[config.mk]
export PLATFORM = sky130hd
export DESIGN_NAME = nearest_neighbor_scaled_blit_address_top
export DESIGN_NICKNAME = d
export VERILOG_FILES = /design/src/design/nnsba_pkg.sv /design/src/design/nnsba_setup.sv /design/src/design/nnsba_datapath.sv /design/src/design/nearest_neighbor_scaled_blit_address_top.sv
export SDC_FILE = /design/constraint.sdc
export NUM_CORES = 2
export LEC_CHECK = 0
export BUFFER_PORTS_ARGS = -buffer_cell sky130_fd_sc_hd__buf_2
export CORE_ASPECT_RATIO = 1.1
export CORE_MARGIN = 3
export CORE_UTILIZATION = 50
export CTS_CLUSTER_DIAMETER = 30
export DETAILED_ROUTE_END_ITERATION = 7
export GPL_TIMING_DRIVEN = 0
export PLACE_DENSITY = 0.66
export SLEW_MARGIN = 25
export SYNTH_ARGS = -nofsm -noshare
export SYNTH_HDL_FRONTEND = slang
export SYNTH_HIERARCHICAL = 1
export SYNTH_SLANG_ARGS = --single-unit
[constraint.sdc]
create_clock -name clk -period 10.5 [get_ports clk]
set_clock_uncertainty 0.1 [all_clocks]
set_input_delay 2.1 -clock clk [delete_from_list [all_inputs] [get_ports clk]]
set_output_delay 2.1 -clock clk [all_outputs]
set_load 0.01 [all_outputs]
[src/design/nnsba_pkg.sv]
// shared constants and types for the nearest-neighbor blit address generator
package nnsba_pkg;

	// image geometry
	localparam int SRC_COLS   = 160;
	localparam int SRC_ROWS   = 144;
	localparam int DST_WIDTH  = 1024;
	localparam int DST_HEIGHT = 1024;

	// field widths
	localparam int REG_W  = 13;
	localparam int PIX_W  = 10;
	localparam int SIDX_W = 15;
	localparam int DIDX_W = 20;

	// signed working width for rectangle arithmetic
	localparam int W_S = REG_W + 2;
	// unsigned width of a normalized destination size or clip bound
	localparam int DN_W = REG_W;
	// offset inside the destination rectangle is below its size
	localparam int REL_W = REG_W - 1;
	// source coordinates, sizes and quotients do not exceed the larger image side
	localparam int SRC_MAX = (SRC_COLS > SRC_ROWS) ? SRC_COLS : SRC_ROWS;
	localparam int Q_W = $clog2(SRC_MAX + 1);
	localparam int PROD_W = REL_W + Q_W;

	// settle count that holds off requests after reset or a register write while the derived geometry is recomputed
	localparam int SETTLE_W = 2;
	localparam logic [SETTLE_W-1:0] SETTLE = SETTLE_W'(2);

	// register map
	localparam int CFG_IDX_W = 3;
	typedef enum logic [CFG_IDX_W-1:0] {
		REG_SRC_X = 3'd0,
		REG_SRC_Y = 3'd1,
		REG_SRC_W = 3'd2,
		REG_SRC_H = 3'd3,
		REG_DST_X = 3'd4,
		REG_DST_Y = 3'd5,
		REG_DST_W = 3'd6,
		REG_DST_H = 3'd7
	} cfg_reg_t;

	// register reset values
	localparam logic signed [REG_W-1:0] RST_SRC_X = 13'sd0;
	localparam logic signed [REG_W-1:0] RST_SRC_Y = 13'sd0;
	localparam logic signed [REG_W-1:0] RST_SRC_W = 13'sd160;
	localparam logic signed [REG_W-1:0] RST_SRC_H = 13'sd144;
	localparam logic signed [REG_W-1:0] RST_DST_X = 13'sd0;
	localparam logic signed [REG_W-1:0] RST_DST_Y = 13'sd0;
	localparam logic signed [REG_W-1:0] RST_DST_W = 13'sd160;
	localparam logic signed [REG_W-1:0] RST_DST_H = 13'sd144;

	// clamped and clipped geometry of one axis
	typedef struct packed {
		logic                   ok;
		logic [Q_W-1:0]         s0;
		logic [Q_W-1:0]         sn;
		logic signed [W_S-1:0]  d0;
		logic [DN_W-1:0]        dn;
		logic [DN_W-1:0]        lo;
		logic [DN_W-1:0]        hi;
	} axis_t;

	typedef struct packed {
		axis_t x;
		axis_t y;
	} geom_t;

endpackage

[src/design/nnsba_setup.sv]
// configuration registers and derived clip geometry
module nnsba_setup (
	input  logic                               clk,
	input  logic                               arst_n,
	input  logic                               cfg_wr_en,
	input  logic [nnsba_pkg::CFG_IDX_W-1:0]    cfg_index,
	input  logic [nnsba_pkg::REG_W-1:0]        cfg_data,
	output nnsba_pkg::geom_t                   geom,
	output logic                               busy
);

	localparam int W_S = nnsba_pkg::W_S;
	localparam int REG_W = nnsba_pkg::REG_W;
	localparam int DN_W = nnsba_pkg::DN_W;
	localparam int Q_W = nnsba_pkg::Q_W;
	localparam logic signed [W_S-1:0] SL_X = W_S'(nnsba_pkg::SRC_COLS);
	localparam logic signed [W_S-1:0] SL_Y = W_S'(nnsba_pkg::SRC_ROWS);
	localparam logic signed [W_S-1:0] DL_X = W_S'(nnsba_pkg::DST_WIDTH);
	localparam logic signed [W_S-1:0] DL_Y = W_S'(nnsba_pkg::DST_HEIGHT);

	// first half of the axis setup
	typedef struct packed {
		logic                  s_pos;
		logic signed [W_S-1:0] s0c;
		logic signed [W_S-1:0] sn;
		logic signed [W_S-1:0] s_end;
		logic signed [W_S-1:0] d0n;
		logic signed [W_S-1:0] dnn;
		logic signed [W_S-1:0] d_end;
	} pre_t;

	logic signed [REG_W-1:0] src_x_q, src_y_q, src_w_q, src_h_q;
	logic signed [REG_W-1:0] dst_x_q, dst_y_q, dst_w_q, dst_h_q;
	pre_t pre_x_q, pre_y_q;
	nnsba_pkg::geom_t geom_q;
	logic [nnsba_pkg::SETTLE_W-1:0] settle_q;

	// flip negative destination size, clamp source corner
	function automatic pre_t axis_pre(input logic signed [REG_W-1:0] s0,
	                                  input logic signed [REG_W-1:0] sn,
	                                  input logic signed [REG_W-1:0] d0,
	                                  input logic signed [REG_W-1:0] dn);
		pre_t p;
		logic signed [W_S-1:0] s0w, snw, d0w, dnw, s0c;
		s0w = W_S'(s0);
		snw = W_S'(sn);
		d0w = W_S'(d0);
		dnw = W_S'(dn);
		s0c = (s0w < 0) ? '0 : s0w;
		p.s_pos = (snw > 0);
		p.s0c = s0c;
		p.sn = snw;
		p.s_end = s0c + snw;
		p.d0n = (dnw < 0) ? d0w + dnw : d0w;
		p.dnn = (dnw < 0) ? -dnw : dnw;
		p.d_end = (dnw < 0) ? d0w : d0w + dnw;
		return p;
	endfunction

	// cut source size to the image, clip destination to the framebuffer
	function automatic nnsba_pkg::axis_t axis_fin(input pre_t p,
	                                              input logic signed [W_S-1:0] sl,
	                                              input logic signed [W_S-1:0] dl);
		nnsba_pkg::axis_t a;
		logic signed [W_S-1:0] sn_cut, s0c, d0n, dnn, d_end;
		s0c = p.s0c;
		d0n = p.d0n;
		dnn = p.dnn;
		d_end = p.d_end;
		sn_cut = (p.s_end > sl) ? sl - s0c : p.sn;
		a.ok = p.s_pos && (sn_cut > 0) && (dnn > 0) && (d0n < dl) && (d_end > 0);
		a.s0 = s0c[Q_W-1:0];
		a.sn = sn_cut[Q_W-1:0];
		a.d0 = d0n;
		a.dn = dnn[DN_W-1:0];
		a.lo = (d0n > 0) ? d0n[DN_W-1:0] : '0;
		a.hi = (d_end < dl) ? d_end[DN_W-1:0] : dl[DN_W-1:0];
		return a;
	endfunction

	// register writes
	always_ff @(posedge clk or negedge arst_n) begin
		if (!arst_n) begin
			src_x_q <= nnsba_pkg::RST_SRC_X;
			src_y_q <= nnsba_pkg::RST_SRC_Y;
			src_w_q <= nnsba_pkg::RST_SRC_W;
			src_h_q <= nnsba_pkg::RST_SRC_H;
			dst_x_q <= nnsba_pkg::RST_DST_X;
			dst_y_q <= nnsba_pkg::RST_DST_Y;
			dst_w_q <= nnsba_pkg::RST_DST_W;
			dst_h_q <= nnsba_pkg::RST_DST_H;
		end else if (cfg_wr_en) begin
			case (nnsba_pkg::cfg_reg_t'(cfg_index))
				nnsba_pkg::REG_SRC_X: src_x_q <= cfg_data;
				nnsba_pkg::REG_SRC_Y: src_y_q <= cfg_data;
				nnsba_pkg::REG_SRC_W: src_w_q <= cfg_data;
				nnsba_pkg::REG_SRC_H: src_h_q <= cfg_data;
				nnsba_pkg::REG_DST_X: dst_x_q <= cfg_data;
				nnsba_pkg::REG_DST_Y: dst_y_q <= cfg_data;
				nnsba_pkg::REG_DST_W: dst_w_q <= cfg_data;
				nnsba_pkg::REG_DST_H: dst_h_q <= cfg_data;
				default: ;
			endcase
		end
	end

	// settle counter holds off requests until geometry is current
	always_ff @(posedge clk or negedge arst_n) begin
		if (!arst_n) begin
			settle_q <= nnsba_pkg::SETTLE;
		end else if (cfg_wr_en) begin
			settle_q <= nnsba_pkg::SETTLE;
		end else if (settle_q != '0) begin
			settle_q <= settle_q - 1'b1;
		end
	end

	// two-step geometry derivation
	always_ff @(posedge clk) begin
		pre_x_q <= axis_pre(src_x_q, src_w_q, dst_x_q, dst_w_q);
		pre_y_q <= axis_pre(src_y_q, src_h_q, dst_y_q, dst_h_q);
		geom_q.x <= axis_fin(pre_x_q, SL_X, DL_X);
		geom_q.y <= axis_fin(pre_y_q, SL_Y, DL_Y);
	end

	assign geom = geom_q;
	assign busy = (settle_q != '0);

endmodule

[src/design/nnsba_datapath.sv]
// per-pixel address pipeline: clip test, scale multiply, pipelined divider, index math
module nnsba_datapath (
	input  logic                             clk,
	input  logic                             arst_n,
	input  nnsba_pkg::geom_t                 geom,
	input  logic                             busy,
	input  logic                             in_valid,
	output logic                             in_ready,
	input  logic [nnsba_pkg::PIX_W-1:0]      pixel_col,
	input  logic [nnsba_pkg::PIX_W-1:0]      pixel_row,
	output logic                             out_valid,
	input  logic                             out_ready,
	output logic                             write_enable,
	output logic [nnsba_pkg::SIDX_W-1:0]     source_index,
	output logic [nnsba_pkg::DIDX_W-1:0]     target_index
);

	localparam int W_S = nnsba_pkg::W_S;
	localparam int DN_W = nnsba_pkg::DN_W;
	localparam int REL_W = nnsba_pkg::REL_W;
	localparam int Q_W = nnsba_pkg::Q_W;
	localparam int PROD_W = nnsba_pkg::PROD_W;
	localparam int SIDX_W = nnsba_pkg::SIDX_W;
	localparam int DIDX_W = nnsba_pkg::DIDX_W;
	// stage slots: s1, s2, divider steps, s4, s5
	localparam int NST = Q_W + 4;
	localparam int ST_S2 = 1;
	localparam int ST_DIV = 2;
	localparam int ST_S4 = Q_W + 2;
	localparam int ST_S5 = Q_W + 3;

	typedef struct packed {
		logic              we;
		logic [REL_W-1:0]  rel_x;
		logic [REL_W-1:0]  rel_y;
		logic [DIDX_W-1:0] didx;
	} front_t;

	typedef struct packed {
		logic              we;
		logic [PROD_W-1:0] rem_x;
		logic [PROD_W-1:0] rem_y;
		logic [Q_W-1:0]    quo_x;
		logic [Q_W-1:0]    quo_y;
		logic [DIDX_W-1:0] didx;
	} div_t;

	typedef struct packed {
		logic              we;
		logic [Q_W:0]      scol;
		logic [Q_W:0]      srow;
		logic [DIDX_W-1:0] didx;
	} map_t;

	logic [NST-1:0] vld_q;
	logic [NST-1:0] adv;
	logic           in_fire;

	front_t front_d, front_s1;
	div_t   mul_s2;
	div_t   div_src [Q_W];
	div_t   div_nxt [Q_W];
	div_t   div_s3  [Q_W];
	map_t   map_s4;
	logic [31:0]       sidx_full;
	logic              we_s5;
	logic [SIDX_W-1:0] sidx_s5;
	logic [DIDX_W-1:0] didx_s5;

	// a stage moves when it is empty or the one after it moves
	always_comb begin
		adv[NST-1] = !vld_q[NST-1] || out_ready;
		for (int i = NST - 2; i >= 0; i--) begin
			adv[i] = !vld_q[i] || adv[i+1];
		end
	end

	assign in_ready = adv[0] && !busy;
	assign in_fire = in_valid && in_ready;

	// valid bits travel with the data
	always_ff @(posedge clk or negedge arst_n) begin
		if (!arst_n) begin
			vld_q <= '0;
		end else begin
			if (adv[0]) begin
				vld_q[0] <= in_fire;
			end
			for (int i = 1; i < NST; i++) begin
				if (adv[i]) begin
					vld_q[i] <= vld_q[i-1];
				end
			end
		end
	end

	// s1: clip test, offsets from the destination corner, target index
	always_comb begin
		logic signed [W_S-1:0] col_s, row_s, rx, ry;
		logic [DN_W-1:0]       col_u, row_u;
		logic                  in_x, in_y;
		logic [31:0]           didx_full;
		col_s = W_S'(pixel_col);
		row_s = W_S'(pixel_row);
		col_u = DN_W'(pixel_col);
		row_u = DN_W'(pixel_row);
		in_x = (col_u >= geom.x.lo) && (col_u < geom.x.hi);
		in_y = (row_u >= geom.y.lo) && (row_u < geom.y.hi);
		rx = col_s - geom.x.d0;
		ry = row_s - geom.y.d0;
		didx_full = 32'(pixel_row) * 32'(nnsba_pkg::DST_WIDTH) + 32'(pixel_col);
		front_d.we = geom.x.ok && geom.y.ok && in_x && in_y;
		front_d.rel_x = rx[REL_W-1:0];
		front_d.rel_y = ry[REL_W-1:0];
		front_d.didx = front_d.we ? didx_full[DIDX_W-1:0] : '0;
	end

	always_ff @(posedge clk) begin
		if (adv[0]) begin
			front_s1 <= front_d;
		end
	end

	// s2: offset times source size
	always_ff @(posedge clk) begin
		if (adv[ST_S2]) begin
			mul_s2.we <= front_s1.we;
			mul_s2.rem_x <= PROD_W'(front_s1.rel_x) * PROD_W'(geom.x.sn);
			mul_s2.rem_y <= PROD_W'(front_s1.rel_y) * PROD_W'(geom.y.sn);
			mul_s2.quo_x <= '0;
			mul_s2.quo_y <= '0;
			mul_s2.didx <= front_s1.didx;
		end
	end

	// s3: restoring divide by destination size, one quotient bit per stage
	always_comb begin
		int b;
		div_src[0] = mul_s2;
		for (int k = 1; k < Q_W; k++) begin
			div_src[k] = div_s3[k-1];
		end
		for (int k = 0; k < Q_W; k++) begin
			b = Q_W - 1 - k;
			div_nxt[k] = div_src[k];
			if ((div_src[k].rem_x >> b) >= PROD_W'(geom.x.dn)) begin
				div_nxt[k].rem_x = div_src[k].rem_x - (PROD_W'(geom.x.dn) << b);
				div_nxt[k].quo_x[b] = 1'b1;
			end
			if ((div_src[k].rem_y >> b) >= PROD_W'(geom.y.dn)) begin
				div_nxt[k].rem_y = div_src[k].rem_y - (PROD_W'(geom.y.dn) << b);
				div_nxt[k].quo_y[b] = 1'b1;
			end
		end
	end

	always_ff @(posedge clk) begin
		for (int k = 0; k < Q_W; k++) begin
			if (adv[ST_DIV+k]) begin
				div_s3[k] <= div_nxt[k];
			end
		end
	end

	// s4: add source corner to the scaled offsets
	always_ff @(posedge clk) begin
		if (adv[ST_S4]) begin
			map_s4.we <= div_s3[Q_W-1].we;
			map_s4.scol <= (Q_W+1)'(geom.x.s0) + (Q_W+1)'(div_s3[Q_W-1].quo_x);
			map_s4.srow <= (Q_W+1)'(geom.y.s0) + (Q_W+1)'(div_s3[Q_W-1].quo_y);
			map_s4.didx <= div_s3[Q_W-1].didx;
		end
	end

	// s5: linear source index, output register
	assign sidx_full = 32'(map_s4.srow) * 32'(nnsba_pkg::SRC_COLS) + 32'(map_s4.scol);

	always_ff @(posedge clk) begin
		if (adv[ST_S5]) begin
			we_s5 <= map_s4.we;
			sidx_s5 <= map_s4.we ? sidx_full[SIDX_W-1:0] : '0;
			didx_s5 <= map_s4.didx;
		end
	end

	assign out_valid = vld_q[NST-1];
	assign write_enable = we_s5;
	assign source_index = sidx_s5;
	assign target_index = didx_s5;

endmodule

[src/design/nearest_neighbor_scaled_blit_address_top.sv]
// Nearest-neighbor scaled blit address generator, top level.
// Stages: two front stages, one divider stage per quotient bit, here 8, then two index
// stages. Throughput: one request per cycle while out_ready is high and busy is low;
// the divider is fully pipelined.
// Reset: registers take their defaults; requests are held off after reset and after every
// register write while the clip geometry is recomputed.
module nearest_neighbor_scaled_blit_address_top (
	input  logic                             clk,
	input  logic                             arst_n,
	input  logic                             cfg_wr_en,
	input  logic [nnsba_pkg::CFG_IDX_W-1:0]  cfg_index,
	input  logic [nnsba_pkg::REG_W-1:0]      cfg_data,
	input  logic                             in_valid,
	output logic                             in_ready,
	input  logic [nnsba_pkg::PIX_W-1:0]      pixel_col,
	input  logic [nnsba_pkg::PIX_W-1:0]      pixel_row,
	output logic                             out_valid,
	input  logic                             out_ready,
	output logic                             write_enable,
	output logic [nnsba_pkg::SIDX_W-1:0]     source_index,
	output logic [nnsba_pkg::DIDX_W-1:0]     target_index
);

	nnsba_pkg::geom_t geom;
	logic             busy;

	// registers and derived geometry
	nnsba_setup u_setup (
		.clk       (clk),
		.arst_n    (arst_n),
		.cfg_wr_en (cfg_wr_en),
		.cfg_index (cfg_index),
		.cfg_data  (cfg_data),
		.geom      (geom),
		.busy      (busy)
	);

	// per-pixel pipeline
	nnsba_datapath u_datapath (
		.clk          (clk),
		.arst_n       (arst_n),
		.geom         (geom),
		.busy         (busy),
		.in_valid     (in_valid),
		.in_ready     (in_ready),
		.pixel_col    (pixel_col),
		.pixel_row    (pixel_row),
		.out_valid    (out_valid),
		.out_ready    (out_ready),
		.write_enable (write_enable),
		.source_index (source_index),
		.target_index (target_index)
	);

endmodule

==> flow_summary.rst <==
.. list-table::
   :header-rows: 1

   * - Metric
     - Value
   * - Detail Placement HPWL
     - 93200 µm
   * - Top routing layer used
     - met4
   * - Area of the placeable core
     - 0.115 mm²
   * - Worst hold path startpoint
     - u_setup/pre_x_q[26]$_DFF_P_
   * - Met1 WL
     - roughly 57000 µm
   * - Cell repeated most along the worst path
     - sky130_fd_sc_hd__nor2_1
   * - Clock sink count
     - 1123
   * - Cells on worst reg2reg path
     - 17
   * - Class of the tightest hold or removal check
     - flop to flop
   * - Buffers from clock root to sink, at most
     - 3
   * - Average routed wire per standard cell
     - approximately 18 µm
   * - Placer congestion estimate
     - 0.888
   * - Post-route insts no fill
     - 6992
   * - Iteration count of the initial detailed-routing pass
     - 6
   * - Instance area after placement
     - around 0.061 mm²
   * - Final Max Slew Viols
     - 0
   * - Post-Syn Area per Cell
     - 11.7 µm²
   * - Wirelength, routed
     - 127000 µm
   * - Gate count after technology mapping
     - 5001
   * - Worst Path Buf+Inv
     - 5
   * - Total placed cells including tap cells
     - 6617
   * - Critical path class
     - primary input to primary output
   * - Rows
     - 130
   * - Critical path cell sequence
     - buf_2 -> nand2b_2 -> buf_12 -> nor2_1 -> inv_2 -> nor2_1 -> and2_1 -> inv_4 -> nor2_1 -> a31oi_1 -> buf_2
   * - Largest net degree at the start of global routing
     - 62
   * - Outcome
     - finished clean
   * - Hold violation total from the final report
     - 0
   * - Global-route total usage across every layer
     - 21.0%
   * - Largest stage delay on the critical path
     - about 0.66 ns
   * - Type of element capturing the critical path
     - primary output
   * - Actual transition at the worst max-transition pin
     - 0.966 ns
   * - Crit. Startpoint
     - out_ready
   * - Count of buffers from port buffering
     - 78
   * - Quantity of hold-fixing buffers added after cts
     - 0
   * - Number of buffers added by the clock tree synthesis step
     - 198
   * - Endpoint required time on the critical path
     - approximately 8.3 ns
   * - First-pass GRT wire length
     - 203000 µm
   * - Smallest setup slack after layout
     - 2.71 ns
   * - Post-CTS resize count
     - 0
   * - Worst-path clk slew
     - ~0.05 ns
   * - Via density per instance
     - about 5.5
   * - 1st-iter DRT viols
     - 2307
   * - Crit Reg-Reg Startpoint
     - u_setup/geom[60]$_DFF_P_
   * - Die width
     - about 330 µm
   * - F_max
     - 128 MHz
   * - Period utilization
     - 74.1%
   * - Gate family responsible for the most delay along the worst path
     - simple AND/OR/NAND/NOR gates
   * - Setup slack, reg-to-reg
     - approximately 4.7 ns
   * - Arrival time of data at the critical path endpoint
     - 5.59 ns
   * - Max Cap Viol
     - 0
   * - Clock insertion delay at the later pin of the skew report
     - 0.77 ns
   * - Area Overhead vs Synth
     - 16.7%
   * - CP Capture Point
     - in_ready
   * - Number of antenna-violating nets in the routed design
     - 0
   * - Startpoint type of the worst setup path
     - primary input
   * - Met3 routed WL
     - 5610 µm
   * - Slowest cell on the critical path
     - sky130_fd_sc_hd__nor2_1
   * - FF-to-FF End
     - u_datapath/div_src[594]$_DFFE_PP_
   * - GRT overflow
     - 0
   * - Setup violation total in the final timing report
     - 0
   * - Normalized max-slew margin
     - 35.2%
   * - Worst path depth
     - 11
   * - Residual DRC
     - 0
   * - H-tree lvl count
     - 4
   * - Vertical die dimension
     - 364 µm
   * - Number of warning messages in the yosys log
     - 6
   * - Design Area, Final
     - ~0.07 mm²
   * - Initial antenna violation count
     - 2
   * - Netlist area before placement
     - 0.0583 mm²
   * - Via count of the first global-routing pass
     - 38200
   * - Worst Path Max Fanout
     - 46
   * - Post-CTS Setup Repair Bufs
     - 0
   * - Die area
     - 0.121 mm²
   * - Total area of sequential cells
     - about 0.03 mm²
   * - Root Buffer Master
     - sky130_fd_sc_hd__clkbuf_16
   * - Share of layout cells above drive strength 1
     - 13.1%
   * - Number of placed I/O pins
     - 79
   * - Setup repair after global routing missed its margin
     - no
   * - Multi-input combinational cell area
     - 0.0264 mm²
   * - Fillers
     - between 9000 and 10000
   * - Total Nets Final
     - 5918
   * - Final min period
     - just under 8 ns
   * - Starting Density
     - 50.7%
   * - CTS tree
     - built
   * - Number of vias in the routed layout
     - roughly 38000
   * - Setup Slack @ Placement
     - approximately 2.7 ns
   * - Detailed-routed wire length on met2
     - 59700 µm
-- placed cells by master (no fill, tap or decap), types with 147 or more instances in the layout --
| cell | instances |
|---|---|
| sky130_fd_sc_hd__dfxtp_1 | 304 |
| sky130_fd_sc_hd__xnor2_1 | 147 |
| sky130_fd_sc_hd__mux2_2 | 165 |
| sky130_fd_sc_hd__nor2_1 | 273 |
| sky130_fd_sc_hd__inv_1 | 390 |
| sky130_fd_sc_hd__nand2_1 | 267 |
| sky130_fd_sc_hd__clkbuf_16 | 213 |
| sky130_fd_sc_hd__a21oi_1 | 264 |
| sky130_fd_sc_hd__and2_1 | 202 |
| sky130_fd_sc_hd__o21ai_0 | 242 |
| sky130_fd_sc_hd__edfxtp_1 | 701 |
| sky130_fd_sc_hd__ha_1 | 434 |
-- worst min-delay path by stage --
stage | slack, ns | to | cells after the start
after detailed placement | 0.24 | u_setup/geom[108]$_DFF_P_ | 0
after floorplan | 0.23 | u_setup/geom[102]$_DFF_P_ | 0
after global placement | 0.24 | u_setup/geom[33]$_DFF_P_ | 0
after global routing | 0.25 | u_setup/geom[37]$_DFF_P_ | 0
after CTS | 0.25 | u_setup/geom[100]$_DFF_P_ | 0
final | 0.25 | u_setup/geom[108]$_DFF_P_ | 0
-- layer usage --
layer / global-route usage, % / vias up
met5: 0 / -
met4: 8.01 / 0
met3: 3.55 / 248
met2: 34.7 / 819
met1: 27.7 / 18500
li1: - / 18800
-- final cells by class --
type | count | share of cell area, %
sequential | 1123 | 44.3
multi-input combinational | 3389 | 38.8
clock buffer | 240 | 8.19
tap | 1518 | 2.79
inverter | 400 | 2.22
clock inverter | 133 | 2.12
timing repair buffer | 95 | 1.05
buffer | 92 | 0.578
antenna | 2 | 0.00736
-- worst register-to-register path, delay by kind of cell (launching register included) --
kind / cells / cell delay (ns)
compound gates: 4 / 0.70
fa+ha+maj: 5 / 2.42
buf+inv: 4 / 0.51
flops: 1 / 0.47
simple gates: 4 / 1.31
-- per-stage QoR --
stage                     hold slack [ns]  setup TNS (ns)  utilization, %
final                               0.249               0            59.1
after global routing                0.252               0            59.1
after CTS                           0.246               0            59.1
after detailed placement            0.239               0            53.0
after global placement              0.244          -26.92            52.7
after floorplan                     0.231               0               -
-- state kept, by name, summed over array words and instances, names as in the netlist, 15 cells and up --
name / cells
u_datapath/map_s4: 39
u_datapath/div_s3: 520
u_datapath/target_index: 20
u_setup/pre_y_q: 84
u_datapath/front_s1: 45
u_setup/pre_x_q: 84
u_setup/geom: 136
u_datapath/div_src: 40
u_datapath/div_nxt: 21
u_datapath/source_index: 15
Power is left out: the tool's default activity adds up to more than one toggle a clock period on the data nets, which glitch-free logic cannot reach.
